<file path="src/rtl/core/b64e_pkg.sv">
// Types and constants of the Base64 stream encoder.
// Used by the front, the group queue and the back; depends on nothing.
`default_nettype none

package b64e_pkg;

  localparam logic [6:0] PAD_CODE   = 7'd61;
  localparam logic [6:0] CODE_UPPER = 7'd65;
  localparam logic [6:0] CODE_LOWER = 7'd71;
  localparam logic [6:0] CODE_PLUS  = 7'd43;
  localparam logic [6:0] CODE_SLASH = 7'd47;

  typedef struct packed {
    logic [7:0] b0;
    logic [7:0] b1;
    logic [7:0] b2;
    logic [1:0] nbytes;
    logic       fin;
  } group_t;

  function automatic logic [6:0] sextet_char(input logic [5:0] v);
    logic [6:0] ext;
    ext = {1'b0, v};
    if (v < 6'd26) begin
      return ext + CODE_UPPER;
    end else if (v < 6'd52) begin
      return ext + CODE_LOWER;
    end else if (v < 6'd62) begin
      return ext - 7'd4;
    end else if (v == 6'd62) begin
      return CODE_PLUS;
    end else begin
      return CODE_SLASH;
    end
  endfunction

endpackage

`default_nettype wire

</file>
<file path="src/rtl/core/b64e_front.sv">
// Front of the Base64 stream encoder: gathers bytes into groups of up to three.
// Depends on b64e_pkg; feeds the group queue.
`default_nettype none

module b64e_front (
  input  wire logic             clk,
  input  wire logic             rst,
  input  wire logic             push,
  output      logic             full,
  input  wire logic [7:0]       data_byte,
  input  wire logic             is_final,
  output      logic             grp_push,
  output      b64e_pkg::group_t grp,
  input  wire logic             grp_full
);

  logic [7:0] byte0;
  logic [7:0] byte1;
  logic [1:0] count;
  logic [1:0] have;
  logic       accept;
  logic       complete;

  assign full     = grp_full;
  assign accept   = push && !grp_full;
  assign have     = (count == 2'd3) ? 2'd2 : count;
  assign complete = (have == 2'd2) || is_final;
  assign grp_push = accept && complete;

  always_comb begin
    grp.b0     = (have == 2'd0) ? data_byte : byte0;
    grp.b1     = (have == 2'd1) ? data_byte : ((have == 2'd2) ? byte1 : 8'd0);
    grp.b2     = (have == 2'd2) ? data_byte : 8'd0;
    grp.nbytes = have + 2'd1;
    grp.fin    = is_final;
  end

  always_ff @(posedge clk) begin
    if (rst) begin
      count <= 2'd0;
    end else if (accept) begin
      count <= complete ? 2'd0 : have + 2'd1;
    end
  end

  always_ff @(posedge clk) begin
    if (accept && !complete) begin
      if (have == 2'd0) begin
        byte0 <= data_byte;
      end else begin
        byte1 <= data_byte;
      end
    end
  end

endmodule

`default_nettype wire

</file>
<file path="src/rtl/core/b64e_group_queue.sv">
// Short queue of complete byte groups between front and back.
// Depends on b64e_pkg.
`default_nettype none

module b64e_group_queue #(
  parameter int DEPTH = 2
) (
  input  wire logic             clk,
  input  wire logic             rst,
  input  wire logic             push,
  input  wire b64e_pkg::group_t wr_data,
  output      logic             full,
  input  wire logic             pop,
  output      b64e_pkg::group_t rd_data,
  output      logic             empty
);

  localparam int AW = (DEPTH > 1) ? $clog2(DEPTH) : 1;
  localparam int CW = $clog2(DEPTH + 1);

  b64e_pkg::group_t entries [DEPTH];
  logic [AW-1:0]    wr_ptr;
  logic [AW-1:0]    rd_ptr;
  logic [CW-1:0]    count;
  logic             do_push;
  logic             do_pop;

  assign full    = (count == CW'(DEPTH));
  assign empty   = (count == '0);
  assign do_push = push && !full;
  assign do_pop  = pop && !empty;
  assign rd_data = entries[rd_ptr];

  always_ff @(posedge clk) begin
    if (rst) begin
      wr_ptr <= '0;
      rd_ptr <= '0;
      count  <= '0;
    end else begin
      if (do_push) begin
        wr_ptr <= (wr_ptr == AW'(DEPTH - 1)) ? '0 : wr_ptr + 1'b1;
      end
      if (do_pop) begin
        rd_ptr <= (rd_ptr == AW'(DEPTH - 1)) ? '0 : rd_ptr + 1'b1;
      end
      if (do_push && !do_pop) begin
        count <= count + 1'b1;
      end else if (do_pop && !do_push) begin
        count <= count - 1'b1;
      end
    end
  end

  always_ff @(posedge clk) begin
    if (do_push) begin
      entries[wr_ptr] <= wr_data;
    end
  end

endmodule

`default_nettype wire

</file>
<file path="src/rtl/core/b64e_back.sv">
// Back of the Base64 stream encoder: turns one group into four characters.
// Depends on b64e_pkg; drains the group queue into the output register.
`default_nettype none

module b64e_back (
  input  wire logic             clk,
  input  wire logic             rst,
  input  wire b64e_pkg::group_t grp,
  input  wire logic             grp_empty,
  output      logic             grp_pop,
  output      logic             empty,
  input  wire logic             pop,
  output      logic [6:0]       char_code,
  output      logic             end_of_text
);

  b64e_pkg::group_t cur;
  logic             cur_valid;
  logic [1:0]       idx;
  logic             out_valid;
  logic             advance;
  logic             last;
  logic [5:0]       sextet;
  logic [6:0]       char_next;
  logic             eot_next;

  assign advance = cur_valid && (!out_valid || pop);
  assign last    = (idx == 2'd3);
  assign grp_pop = !grp_empty && (!cur_valid || (advance && last));
  assign empty   = !out_valid;

  always_comb begin
    case (idx)
      2'd0:    sextet = cur.b0[7:2];
      2'd1:    sextet = {cur.b0[1:0], cur.b1[7:4]};
      2'd2:    sextet = {cur.b1[3:0], cur.b2[7:6]};
      2'd3:    sextet = cur.b2[5:0];
      default: sextet = 6'd0;
    endcase
    char_next = (idx <= cur.nbytes) ? b64e_pkg::sextet_char(sextet) : b64e_pkg::PAD_CODE;
    eot_next  = cur.fin && last;
  end

  always_ff @(posedge clk) begin
    if (rst) begin
      cur_valid <= 1'b0;
      idx       <= 2'd0;
      out_valid <= 1'b0;
    end else begin
      if (grp_pop) begin
        cur_valid <= 1'b1;
      end else if (advance && last) begin
        cur_valid <= 1'b0;
      end
      if (advance) begin
        idx       <= idx + 2'd1;
        out_valid <= 1'b1;
      end else if (pop) begin
        out_valid <= 1'b0;
      end
    end
  end

  always_ff @(posedge clk) begin
    if (grp_pop) begin
      cur <= grp;
    end
    if (advance) begin
      char_code   <= char_next;
      end_of_text <= eot_next;
    end
  end

endmodule

`default_nettype wire

</file>
<file path="src/rtl/core/base64_stream_encoder_core.sv">
// Base64 stream encoder: one byte in per transfer, one character out per transfer.
// Each group goes through the queue and the current-group register to the output register.
// Throughput: one byte per cycle while the group queue has room; the output register
// gives one character per cycle while pop is asserted: four characters per three bytes.
// Reset clears the byte count, the queue pointers and the valid flags; no data is flushed.
`default_nettype none

module base64_stream_encoder_core #(
  parameter int GROUP_DEPTH = 2
) (
  input  wire logic       clk,
  input  wire logic       rst,
  input  wire logic       push,
  output      logic       full,
  input  wire logic [7:0] data_byte,
  input  wire logic       is_final,
  output      logic       empty,
  input  wire logic       pop,
  output      logic [6:0] char_code,
  output      logic       end_of_text
);

  b64e_pkg::group_t wr_grp;
  b64e_pkg::group_t rd_grp;
  logic             grp_push;
  logic             grp_full;
  logic             grp_pop;
  logic             grp_empty;

  b64e_front u_front (
    .clk       (clk),
    .rst       (rst),
    .push      (push),
    .full      (full),
    .data_byte (data_byte),
    .is_final  (is_final),
    .grp_push  (grp_push),
    .grp       (wr_grp),
    .grp_full  (grp_full)
  );

  b64e_group_queue #(
    .DEPTH (GROUP_DEPTH)
  ) u_queue (
    .clk     (clk),
    .rst     (rst),
    .push    (grp_push),
    .wr_data (wr_grp),
    .full    (grp_full),
    .pop     (grp_pop),
    .rd_data (rd_grp),
    .empty   (grp_empty)
  );

  b64e_back u_back (
    .clk         (clk),
    .rst         (rst),
    .grp         (rd_grp),
    .grp_empty   (grp_empty),
    .grp_pop     (grp_pop),
    .empty       (empty),
    .pop         (pop),
    .char_code   (char_code),
    .end_of_text (end_of_text)
  );

endmodule

`default_nettype wire

</file>
<file path="config.mk">
export PLATFORM = sky130hd
export DESIGN_NAME = base64_stream_encoder_core
export DESIGN_NICKNAME = d
export VERILOG_FILES = /design/src/rtl/core/b64e_pkg.sv /design/src/rtl/core/b64e_front.sv /design/src/rtl/core/b64e_group_queue.sv /design/src/rtl/core/b64e_back.sv /design/src/rtl/core/base64_stream_encoder_core.sv
export SDC_FILE = /design/constraint.sdc
export NUM_CORES = 1
export LEC_CHECK = 0
export BUFFER_PORTS_ARGS = -buffer_cell sky130_fd_sc_hd__buf_2
export CAP_MARGIN = 20
export CORE_UTILIZATION = 30
export CTS_CLUSTER_SIZE = 30
export DETAILED_ROUTE_END_ITERATION = 10
export GPL_TIMING_DRIVEN = 0
export PLACE_DENSITY = 0.55
export REMOVE_ABC_BUFFERS = 1
export SLEW_MARGIN = 10
export SYNTH_ARGS = -nofsm -noshare
export SYNTH_HDL_FRONTEND = slang
export SYNTH_HIERARCHICAL = 1
export SYNTH_SLANG_ARGS = --single-unit
</file>
<file path="constraint.sdc">
create_clock -name clk -period 4.25 [get_ports clk]
set_input_delay 0.85 -clock clk [delete_from_list [all_inputs] [get_ports clk]]
set_output_delay 0.85 -clock clk [all_outputs]
set_load 0.05 [all_outputs]
</file>
; ---- After elaboration in Yosys (flattened, before gate mapping)
; Memories as Yosys holds them, arrays and structs flattened. A register that Yosys moved wholly into a read port is not among the register bits.
; Index checks and enable logic that the tools add are counted.
[totals]
regBits = 34
ramBits = 54
in_bits = 13
wordCells = 83
n_memories = 1
[op_classes]
addsub = 9
n_lt_le_gt_ge = 4
eq_ne = 8
mux = 21
bitwise = 1
n_reduce_logical = 28
[memory_table]
columns = name, depth, word_bits, read_ports, rd_ports_with_merged_regs, write_ports, line
row1 = u_queue.entries, 2, 27, 1, 1, 1, b64e_group_queue.sv:21  ; b64e_pkg::group_t entries [DEPTH];
[ops]
columns = op, count
row1 = 2-to-1 mux 8 bit, 4
row2 = one-hot mux 6 bit (4 select lines), 1
row3 = 2-to-1 mux 7 bit, 3
row4 = "adder 6 x 7 -> 7 bit, second input constant", 2
row5 = "less-than comparator 6 bit, second input constant", 2
row6 = logical AND 1 bit, 11
row7 = "equality test 2 bit, second input constant", 5
row8 = 2-to-1 mux 1 bit, 8
row9 = 2-to-1 mux 2 bit, 4
row10 = zero test 1 bit, 7
row11 = "subtractor 6 x 3 -> 7 bit, second input constant", 1
row12 = "adder 2 x 1 -> 2 bit, second input constant", 3
row13 = "equality test 6 bit, second input constant", 1
row14 = zero test 2 bit, 3
row15 = "less-than comparator 6 x 5 -> 1 bit, second input constant", 1
row16 = nonzero test 2 bit, 3
row17 = "equality test 2 x 1 -> 1 bit, second input constant", 2
row18 = logical OR 1 bit, 3
row19 = 2-to-1 mux 3 bit, 1
row20 = "adder 1 bit, second input constant", 2
row21 = less-or-equal comparator 2 bit, 1
row22 = AND reduction 2 bit, 1
row23 = "subtractor 2 x 1 -> 2 bit, second input constant", 1
row24 = inverter 1 bit, 1

; ---- Logic depth before layout (Yosys ltp)
; Gate-level depths: netlist of the first run.
[logic_depth]
ltp_word = 10
ltp_mapped = 10
ltp_nobuf = 10

; ---- By module
; Netlist of the first run, hierarchy kept.
[by_module_without_submodules]
columns = module, instances, cells_per_inst, area_per_inst_um2, seq_area_each_um2
row1 = b64e_group_queue, 1, 109, 2163.3, 1721.7
row2 = b64e_back, 1, 150, 1885.6, 1131.1
row3 = b64e_front, 1, 62, 872.1, 520.5

; ---- Worst setup path before layout of the first run
; Ideal clock, no wire load.
[synth_path]
kind = input-to-reg
start = input pop
end = register u_queue.count[1]
t_arrival_ns = 3.745
t_required_ns = 4.180
setup_slack_ns = 0.435
stages = 7
path_buffers = 0
path_cell_list = nand2b_1 -> nand2_1 -> a21oi_1 -> o21ai_0 -> ha_1 -> or3_1 -> a21oi_1
[synth_between]
elab_chain_cells = 9
elab_cells_between_ends = 11
classes_between = mux (1) / reduce/logical (10)
[synth_rtl]
columns = element, line
row1 = start: declaration, base64_stream_encoder_core.sv:18  ; input wire logic pop,
row2 = logical OR 1 bit *, b64e_back.sv:27  ; assign advance = cur_valid && (!out_valid || pop);
row3 = logical AND 1 bit *, b64e_back.sv:27
row4 = logical AND 1 bit *, b64e_back.sv:29  ; assign grp_pop = !grp_empty && (!cur_valid || (advance && last));
row5 = logical OR 1 bit *, b64e_back.sv:29
row6 = logical AND 1 bit *, b64e_back.sv:29
row7 = via grp_pop, base64_stream_encoder_core.sv:27  ; logic grp_pop;
row8 = logical AND 1 bit *, b64e_group_queue.sv:31  ; assign do_pop = pop && !empty;
row9 = zero test 1 bit, b64e_group_queue.sv:46  ; if (do_push && !do_pop) begin
row10 = logical AND 1 bit, b64e_group_queue.sv:46
row11 = 2-to-1 mux 2 bit / nonzero test 2 bit (equally long branches), n/a
row12 = end signal: assignment, b64e_group_queue.sv:47  ; count <= count + 1'b1;
row13 = end signal: assignment, b64e_group_queue.sv:49  ; count <= count - 1'b1;
row14 = end: declaration, b64e_group_queue.sv:24  ; logic [CW-1:0] count;
; Mark *: on every way through the listed nets, which the timed path passes. The rest lies on a longest branch.
; A chain may end at the register's enable or synchronous reset.

; ---- Worst setup path in the final report of the first run
[layout_path]
start = register u_back.idx[0]
end = register u_back.char_code[3] (data pin)
[layout_between]
elab_chain_cells = 6
elab_cells_between_ends = 15
classes_between = add/sub (3) / order compare (4) / eq/ne (3) / mux (4) / reduce/logical (1)
[layout_rtl]
columns = element, line
row1 = start: declaration, b64e_back.sv:19  ; logic [1:0] idx;
row2 = start signal: assignment, b64e_back.sv:56  ; idx <= idx + 2'd1;
row3 = equality test 2 bit (tied with other cells), b64e_back.sv:33  ; case (idx)
row4 = one-hot mux 6 bit (4 select lines), b64e_back.sv:33
row5 = subtractor 6 x 3 -> 7 bit / less-than comparator 6 bit (equally long branches), "b64e_pkg.sv:29, b64e_pkg.sv:28"
row6 = 2-to-1 mux 7 bit, b64e_pkg.sv:28  ; end else if (v < 6'd62) begin
row7 = 2-to-1 mux 7 bit, b64e_pkg.sv:26  ; end else if (v < 6'd52) begin
row8 = 2-to-1 mux 7 bit, b64e_pkg.sv:24  ; if (v < 6'd26) begin
row9 = end signal: assignment, b64e_back.sv:69  ; char_code <= char_next;
row10 = end: declaration, b64e_back.sv:13  ; output logic [6:0] char_code,
; Parallel ways exist; a longest one is shown, timed or not.

==> metrics.cfg, run 1 <==
[run_status]
outcome = finished, final reports clean

[floorplanning]
dieArea_um2 = 16920
ioPinCount = 23
fp.dieW_um = 130.1
start_util_pct = 30.87
core_um2 = 15940
die_y_um = 130.1
num_rows = 46

[clocking]
numCtsBuffers = 17
cts-root-buf = clkbuf_16
post_cts_buffers = 0
cts_max_level = 4
ctsResizeCount = 0
hold_buffers = 0
cts.sinks = 116
cts_buffer_depth = 2
clk_pin_slew_ns = 0.05
cts_tree = yes
insertion_delay_ns = 0.40

[worst_setup_path]
path_class = register to register
rrSetupSlack_ns = 1.13
r2r_start = u_back/idx[0]
startpoint = u_back/idx[0]
rr_endpoint = u_back/char_code[3]
reg2reg_depth = 8
cp_max_fo = 13
critPathArrivalTime_ns = 3.27
start_kind = register
required_ns = 4.40
crit_path_end_kind = register

[drt]
wl_met1_um = 4016
drc = 0
drtIter0Drc = 196
wl_met2_um = 4463
ant_nets = 0
viasPerCell = 4.656
dr.pass1.iters = 4
vias = 2691
dr_wl_met3_um = 330
wl_per_cell_um = 15.54
routed_wl_um = 8980
top_layer_used = met4

[final_layout]
drive_gt1_share_pct = 26.80
multiInputGateArea_um2 = 1406
fin_nets = 374
regArea_um2 = 3374
fillers = 1507
diodes = 0
syn_to_final_growth_pct = 18.13

[placed_design]
hpwl_um = 5550
numPortBuffers = 22
place_congestion = 0.8637

[sta]
slew_viol_final = 0
timing.fmax_ghz = 0.3206
finalSetupViolations = 0
post-route-period-util_pct = 73.40
period_minus_slack_ns = 3.119
setup_tns_ns = 0
finalClockSkew_ns = 0.008753
worstMarginPinSlew_ns = 0.9774
hold_viol = 0
rsz0062_at_grt = no
maxSlewHeadroom_pct = 32.98

[logic_synthesis]
yosysSeqAreaShare_pct = 68.55
synth_cells = 321
yosys_warnings = 6
syn_area_um2 = 4921
synth.distinct_cells = 55
synth-seq-cells = 116
synth_edf_count = 105
syn_area_per_cell_um2 = 15.33
synth_ff_type = edfxtp_1
postSynth.asyncResetShare_pct = 0

[grt]
grt_pass1_vias = 2735
grt_max_degree = 28
track_usage_pct = 11.68
antenna_found_initial = 0
grt-ovfl-total = 0
grt_pass1_wl_um = 14180

[power]
power_w = 0.004558
p_per_area_nw_per_um2 = 784.1
leakage_nw = 2.064
ir_drop_uv = 338.9

[job]
maxCapViolations = 0

[min_path]
hold_start = u_queue/wr_ptr
worstHoldPathCells = 2
hold_path_class = register to register
holdPathEnd = u_queue/wr_ptr

## cells by family after synthesis
group                    Yosys count  share of synthesized area [%]
adder cells (fa/ha/maj)           10                          2.543
buffers and inverters             32                          3.229
multiplexers                      41                          9.509
XOR/XNOR                           5                         0.8901
AND/OR/NAND/NOR                   58                          6.534
AO/OA/AOI/OAI                     59                          8.746
flip-flops                       116                          68.55
## cell type report
type | instances | share of cell area (%)
Sequential cell | 116 | 58.05
Timing Repair Buffer | 24 | 2.712
Inverter | 19 | 1.270
Clock buffer | 22 | 7.641
Clock inverter | 8 | 1.485
Tap cell | 216 | 4.649
Multi-Input combinational cell | 173 | 24.19
## worst max path at each step
stage	to	slack, ns
finish	u_back/char_code[3]	1.13
detailed placement	u_back/char_code[3]	1.14
global placement	u_queue/count[1]	-0.61
global route	u_back/char_code[3]	0.86
CTS	u_back/char_code[3]	1.12
floorplan	u_queue/count[1]	0.43
## cells in the mapped netlist, types with 5 or more instances
cell / n / area [um^2]
a21oi_1: 10 / 50.05
nand3_1: 5 / 25.02
mux2_2: 35 / 394.1
a22o_1: 10 / 87.58
dfxtp_1: 11 / 220.2
and2_1: 10 / 62.56
edfxtp_1: 105 / 3153
inv_1: 17 / 63.81
ha_1: 10 / 125.1
nor2_1: 13 / 48.80
o21ai_0: 10 / 50.05
buf_2: 5 / 25.02
buf_4: 6 / 45.04
nand2_1: 12 / 45.04
## routing by layer
| layer | up-vias | global-route usage [%] |
|---|---|---|
| met4 | 0 | 5.882 |
| met3 | 12 | 3.485 |
| met1 | 1329 | 13.64 |
| met5 | - | 0 |
| met2 | 63 | 19.52 |
| li1 | 1287 | - |
## cells in the final DEF, fill, tap and decap left out, types with 3 or more instances in the layout
master,n
o21ai_0,10
clkinv_2,3
and2_1,9
xor2_1,3
mux2_2,35
clkbuf_1,5
mux2i_1,3
nand2b_1,3
edfxtp_1,105
ha_1,10
a22oi_1,3
a22o_1,10
a222oi_1,4
nand3_1,5
nor2b_1,4
buf_2,22
nand2_1,12
clkinv_1,3
inv_1,17
clkbuf_16,17
a21oi_1,9
dfxtp_1,10
nor2_1,13
## through the flow
step | utilization, % | instance area, um^2 | hold WS [ns] | cells | worst slack, ns
finish | 36.46 | 5813 | 0.5032 | 578 | 1.131
detailed placement | 33.13 | 5283 | 0.4833 | 548 | 1.143
global placement | 32.72 | 5216 | 0.4700 | 546 | -0.6124
global route | 36.46 | 5813 | 0.5411 | 578 | 0.8649
CTS | 36.46 | 5813 | 0.4936 | 578 | 1.121
floorplan | - | 4836 | 0.4466 | 308 | 0.4283
## flip-flops by register name (all words and copies together) (netlist names), named ones only
register / cells
u_back/end_of_text: 1
u_queue/count: 2
u_back/cur: 27
u_back/cur_valid: 1
u_front/count: 2
u_back/out_valid: 1
u_queue/wr_ptr: 1
u_back/char_code: 7
u_back/idx: 2
u_queue/rd_ptr: 1
u_front/byte1: 8
u_queue/entries: 54
u_front/byte0: 8
## report_power, final
group          leakage, nW  switching (W)  internal (W)
registers             1.07       0.000119       0.00163
logic                0.730       0.000953      0.000568
clock network        0.260       0.000443      0.000844
## worst max-delay path, cell delays in order, from the launching register on
cell and delay, ns:
dfxtp_1 0.32, inv_1 0.14, ha_1 0.48, mux2i_1 0.87, ha_1 0.42, a21o_1 0.20
a31o_1 0.15, o21ai_0 0.09, a21o_1 0.19
No activity file was read; power rests on OpenSTA's default activity.
==> inputs of run 2 (changes only) <==
==> constraint.sdc (replaced) <==
create_clock -name clk -period 3.1 [get_ports clk]
set_input_delay 0.62 -clock clk [delete_from_list [all_inputs] [get_ports clk]]
set_output_delay 0.62 -clock clk [all_outputs]
set_load 0.05 [all_outputs]
==> metrics.cfg, run 2 (synthesis gave the netlist of run 1 again) <==
[worst_setup_path]
rrSetupSlack_ns = 0.20  ; was 1.13 ns
crit_chain = inv_1, ha_1, a222oi_1, mux2i_4, ha_1, a21o_1, a31o_1, a21bo_1, o22ai_1  ; was inv_1, ha_1, mux2i_1, ha_1, a21o_1, a31o_1, o21ai_0, a21o_1
slowest_stage = a222oi_1  ; was mux2i_1
crit_path_end_kind = register  ; unchanged
path_class = register to register  ; unchanged
crit_family = compound AO/OA/AOI/OAI gates  ; was adder cells
start_kind = register  ; unchanged
crit_buf_inv = 1  ; unchanged
cp_max_fo = 13  ; unchanged
required_ns = 3.33  ; was 4.40 ns
crit_top_cell = ha_1
critPathArrivalTime_ns = 3.13  ; was 3.27 ns
cpPeakStageDelay_ns = 0.56  ; was 0.87 ns

[power]
ir_drop_uv = 517.6  ; was 338.9 uV
leakage_nw = 2.061  ; was 2.064 nW
power_w = 0.006285  ; was 0.004558 W
p_per_area_nw_per_um2 = 1078  ; was 784.1 nW/um^2

[sta]
post-route-period-util_pct = 93.59  ; was 73.40%
maxSlewHeadroom_pct = 36.56  ; was 32.98%
timing.fmax_ghz = 0.3447  ; was 0.3206 GHz
hold_viol = 0  ; unchanged
finalSetupViolations = 0  ; unchanged
fin_hold_ws_ns = 0.4441  ; was 0.5032 ns
slew_viol_final = 0  ; unchanged
finalClockSkew_ns = 0.01161  ; was 0.008753 ns
period_minus_slack_ns = 2.901  ; was 3.119 ns
worstMarginPinSlew_ns = 0.9464  ; was 0.9774 ns
rsz0062_at_grt = no  ; unchanged

[min_path]
hold_path_class = input pin to register  ; was register to register

[placed_design]
numPortBuffers = 22  ; unchanged
hpwl_um = 5550  ; unchanged
place_area_um2 = 5283  ; unchanged
dpl.cell_count = 548  ; unchanged
place_congestion = 0.8637  ; unchanged

[floorplanning]
die_y_um = 130.1  ; unchanged
core_um2 = 15940  ; unchanged
ioPinCount = 23  ; unchanged
start_util_pct = 30.87  ; unchanged
num_rows = 46  ; unchanged
fp.dieW_um = 130.1  ; unchanged
dieArea_um2 = 16920  ; unchanged

[final_layout]
finalInstanceArea_um2 = 5829  ; was 5813 um^2
fillers = 1508  ; was 1507
largest_register_ffs = 54  ; unchanged
regMostFlops = u_queue/entries  ; unchanged
diodes = 0  ; unchanged
regArea_um2 = 3374  ; unchanged
drive_gt1_share_pct = 27.35  ; was 26.80%
syn_to_final_growth_pct = 18.46  ; was 18.13%
reg.largest.list = u_queue/entries: 54 flops, u_back/cur: 27 flops  ; unchanged
final_common_cell = edfxtp_1  ; unchanged
final_cell_mix = edfxtp_1 (105), mux2_2 (35), buf_2 (22)  ; unchanged
fin_cells = 578  ; unchanged
fin_nets = 374  ; unchanged
multiInputGateArea_um2 = 1423  ; was 1406 um^2

[clocking]
cts-root-buf = clkbuf_16  ; unchanged
cts_max_level = 4  ; unchanged
clk_pin_slew_ns = 0.05  ; about the same
cts_buffer_depth = 2  ; unchanged
post_cts_buffers = 0  ; unchanged
numCtsBuffers = 17  ; unchanged
cts.sinks = 116  ; unchanged
cts_tree = yes  ; unchanged
insertion_delay_ns = 0.40  ; about the same
hold_buffers = 0  ; unchanged

[drt]
vias = 2678  ; was 2691
dr.pass1.iters = 6  ; was 4
wl_per_cell_um = 15.58  ; was 15.54 um
viasPerCell = 4.633  ; was 4.656
ant_nets = 0  ; unchanged
routed_wl_um = 9004  ; was 8980 um
drc = 0  ; unchanged
drtIter0Drc = 164  ; was 196

[grt]
grt_pass1_wl_um = 14180  ; unchanged
grt_max_degree = 28  ; unchanged
track_usage_pct = 11.69  ; was 11.68%
antenna_found_initial = 0  ; unchanged
grt-ovfl-total = 0  ; unchanged
grt_pass1_vias = 2735  ; unchanged

[job]
maxCapViolations = 0  ; unchanged

[run_status]
outcome = finished, final reports clean  ; unchanged

==> run 2: cell types whose count changed in the layout (fill, tap and decap cells not counted) <==
| cell | previous run | this run |
|---|---|---|
| mux2i_1 | 3 | 2 |
| mux2i_4 | 0 | 1 |
| a21oi_2 | 0 | 1 |
| a21oi_1 | 9 | 8 |
==> run 2: final timing paths <==
path	startpoint	cells past startpoint	to
worst max-delay path	u_back/idx[0]	9	u_back/char_code[1]
worst min register to register	u_queue/wr_ptr	2	u_queue/wr_ptr
worst min-delay path	data_byte[7]	1	u_front/byte1[7]
worst max register to register	u_back/idx[0]	9	u_back/char_code[1]
==> run 2: area by class of cell <==
class,instances,area share (%)
Inverter,19,1.266
Timing Repair Buffer,24,2.704
Sequential cell,116,57.89
Clock buffer,22,7.620
Tap cell,216,4.636
Multi-Input combinational cell,173,24.40
Clock inverter,8,1.481
==> run 2: layer usage <==
metal	wire, um	GRT usage (%)	share of wire, %
met5	0	0	0
met4	174	5.882	1.9
met3	300	3.485	3.3
met2	4493	19.52	50
met1	4036	13.64	45
==> run 2: repair_timing <==
action,in CTS,in global routing
gates resized for setup,1,2
setup endpoints to repair,1,4
pin swaps,0,0
==> run 2: power by group <==
| part | internal [W] | total [W] | switching, W |
|---|---|---|---|
| sequential | 0.00224 | 0.00240 | 0.000164 |
| combinational | 0.000796 | 0.00212 | 0.00133 |
| clock | 0.00116 | 0.00176 | 0.000606 |
==> run 2: metrics by stage <==
step | setup slack [ns] | util [%] | setup TNS, ns
floorplan | -0.4917 | - | -0.7538
global placement | -1.547 | 32.72 | -16.44
detailed placement | -0.006754 | 33.13 | -0.006754
CTS | 0.1293 | 36.49 | 0
global route | 0.02557 | 36.56 | 0
finish | 0.1988 | 36.56 | 0
==> inputs of run 3 (changes only) <==
--- a/config.mk
+++ b/config.mk
@@ -12,7 +12,6 @@
 export DETAILED_ROUTE_END_ITERATION = 10
 export GPL_TIMING_DRIVEN = 0
 export PLACE_DENSITY = 0.55
-export REMOVE_ABC_BUFFERS = 1
 export SLEW_MARGIN = 10
 export SYNTH_ARGS = -nofsm -noshare
 export SYNTH_HDL_FRONTEND = slang
==> metrics.cfg, run 3 (synthesis gave the netlist of run 1 again) <==
[run_status]
outcome = finished, final reports clean  ; unchanged

[final_layout]
final_cell_mix = edfxtp_1 (105), mux2_2 (35), buf_2 (28)  ; was edfxtp_1 (105), mux2_2 (35), buf_2 (22)
largest_register_ffs = 54  ; unchanged
drive_gt1_share_pct = 28.00  ; was 27.35%
fillers = 1516  ; was 1508
reg.largest.list = u_queue/entries: 54 flops, u_back/cur: 27 flops  ; unchanged
regMostFlops = u_queue/entries  ; unchanged
diodes = 0  ; unchanged
fin_nets = 387  ; was 374
syn_to_final_growth_pct = 19.88  ; was 18.46%
final_common_cell = edfxtp_1  ; unchanged
finalCoreUtilization_pct = 37.00  ; was 36.56%

[floorplanning]
core_um2 = 15940  ; unchanged
dieArea_um2 = 16920  ; unchanged
num_rows = 46  ; unchanged
fp.dieW_um = 130.1  ; unchanged
ioPinCount = 23  ; unchanged
start_util_pct = 30.87  ; unchanged
die_y_um = 130.1  ; unchanged

[worst_setup_path]
crit_path_end_kind = register  ; unchanged
cp_max_fo = 28  ; was 13
required_ns = 3.42  ; was 3.33 ns
start_kind = register  ; unchanged
startpoint = u_back/idx[1]  ; was u_back/idx[0]
path_class = register to register  ; unchanged
critPathArrivalTime_ns = 3.16  ; was 3.13 ns
r2r_start = u_back/idx[1]  ; was u_back/idx[0]

[clocking]
insertion_delay_ns = 0.41  ; was 0.40 ns
ctsResizeCount = 0  ; was 1
cts_buffer_depth = 2  ; unchanged
cts-root-buf = clkbuf_16  ; unchanged
clk_pin_slew_ns = 0.05  ; about the same
hold_buffers = 0  ; unchanged
cts_max_level = 4  ; unchanged
cts_tree = yes  ; unchanged
cts.sinks = 116  ; unchanged
numCtsBuffers = 17  ; unchanged
post_cts_buffers = 0  ; unchanged

[sta]
maxSlewHeadroom_pct = 46.81  ; was 36.56%
worstMarginPinSlew_ns = 0.7961  ; was 0.9464 ns
rsz0062_at_grt = no  ; unchanged
finalSetupViolations = 0  ; unchanged
post-route-period-util_pct = 91.77  ; was 93.59%
hold_viol = 0  ; unchanged
timing.fmax_ghz = 0.3515  ; was 0.3447 GHz
period_minus_slack_ns = 2.845  ; was 2.901 ns
slew_viol_final = 0  ; unchanged
finalClockSkew_ns = 0.02411  ; was 0.01161 ns

[grt]
track_usage_pct = 11.45  ; was 11.69%
grt-ovfl-total = 0  ; unchanged
antenna_found_initial = 0  ; unchanged
grt_pass1_wl_um = 14050  ; was 14180 um
grt_max_degree = 29  ; was 28
grt_pass1_vias = 2646  ; was 2735

[drt]
routed_wl_um = 8540  ; was 9004 um
dr.pass1.iters = 4  ; was 6
ant_nets = 0  ; unchanged
viasPerCell = 4.457  ; was 4.633
drc = 0  ; unchanged
wl_per_cell_um = 14.45  ; was 15.58 um
drtIter0Drc = 137  ; was 164
vias = 2634  ; was 2678

[power]
leakage_nw = 2.126  ; was 2.061 nW
ir_drop_uv = 516.5  ; was 517.6 uV
p_per_area_nw_per_um2 = 1071  ; was 1078 nW/um^2
switchingPower_w = 0.002042  ; was 0.002097 W
power_w = 0.006319  ; was 0.006285 W
swShare_pct = 32.31  ; was 33.36%
p_int_w = 0.004277  ; was 0.004188 W
power_frac_clock_pct = 29.1  ; was 28.0%
pwr-share-seq_pct = 37.3  ; was 38.2%
combPwrFrac_pct = 33.7  ; was 33.8%

[placed_design]
numPortBuffers = 22  ; unchanged
place_congestion = 0.8312  ; was 0.8637
hpwl_um = 6037  ; was 5550 um

[logic_synthesis]
synth_nets = 344

[job]
maxCapViolations = 0  ; unchanged

[min_path]
hold_path_class = input pin to register  ; unchanged
hold_start = data_byte[4]  ; was data_byte[7]

==> run 3: path summary, 6_finish.rpt <==
kind	to	slack, ns	cells after the start
max	u_queue/count[1]	0.25	8
min	u_front/byte1[4]	0.44	1
max reg2reg	u_queue/count[1]	0.25	8
min reg2reg	u_queue/wr_ptr	0.49	2
==> run 3: layer usage <==
| layer | part of all wire, % | GRT usage (%) | vias up |
|---|---|---|---|
| met1 | 45 | 13.50 | 1282 |
| met2 | 51 | 19.21 | 32 |
| met3 | 2.9 | 3.608 | 7 |
| met5 | 0 | 0 | - |
| met4 | 0.89 | 4.925 | 0 |
| li1 | - | - | 1313 |
==> run 3: worst max-delay path, stage by stage (launching register included) <==
cell	delay, ns
dfxtp_1	0.39
ha_1	0.16
buf_2	0.19
nand2_1	0.13
a21oi_4	0.66
o21ai_0	0.34
ha_1	0.40
or3_1	0.35
a21oi_1	0.14
==> run 3: metrics by stage <==
stage	instance area, um^2	setup WS [ns]	std cells	hold slack [ns]	setup TNS, ns
after CTS	5899	0.1879	591	0.4256	0
after detailed placement	5346	0.1360	561	0.4787	0
after global routing	5899	0.00005906	591	0.4373	0
after global placement	5305	-0.2472	559	0.4663	-0.2756
after floorplan	4925	0.2190	321	0.4516	0
final	5899	0.2550	591	0.4386	0
==> run 3: cell type report <==
| type | count | area (um^2) | area share [%] |
|---|---|---|---|
| plain buffers | 13 | 85.08 | 1.442 |
| clock buffers | 21 | 440.4 | 7.466 |
| clock inverters | 9 | 112.6 | 1.909 |
| inverters | 19 | 73.82 | 1.251 |
| multi-input cells | 173 | 1401 | 23.75 |
| flip-flops and latches | 116 | 3373 | 57.18 |
| well taps | 216 | 270.3 | 4.581 |
| repair buffers | 24 | 142.6 | 2.418 |
==> run 3: power groups by stage <==
| stage | registers (W) | logic (W) | clock network [W] |
|---|---|---|---|
| final | 0.00235 | 0.00213 | 0.00184 |
| after global routing | 0.00239 | 0.00235 | 0.00194 |
| after CTS | 0.00236 | 0.00214 | 0.00188 |
| after detailed placement | 0.00239 | 0.00212 | 0 |
| after global placement | 0.00238 | 0.00206 | 0 |
| after floorplan | 0.00253 | 0.00148 | 0 |
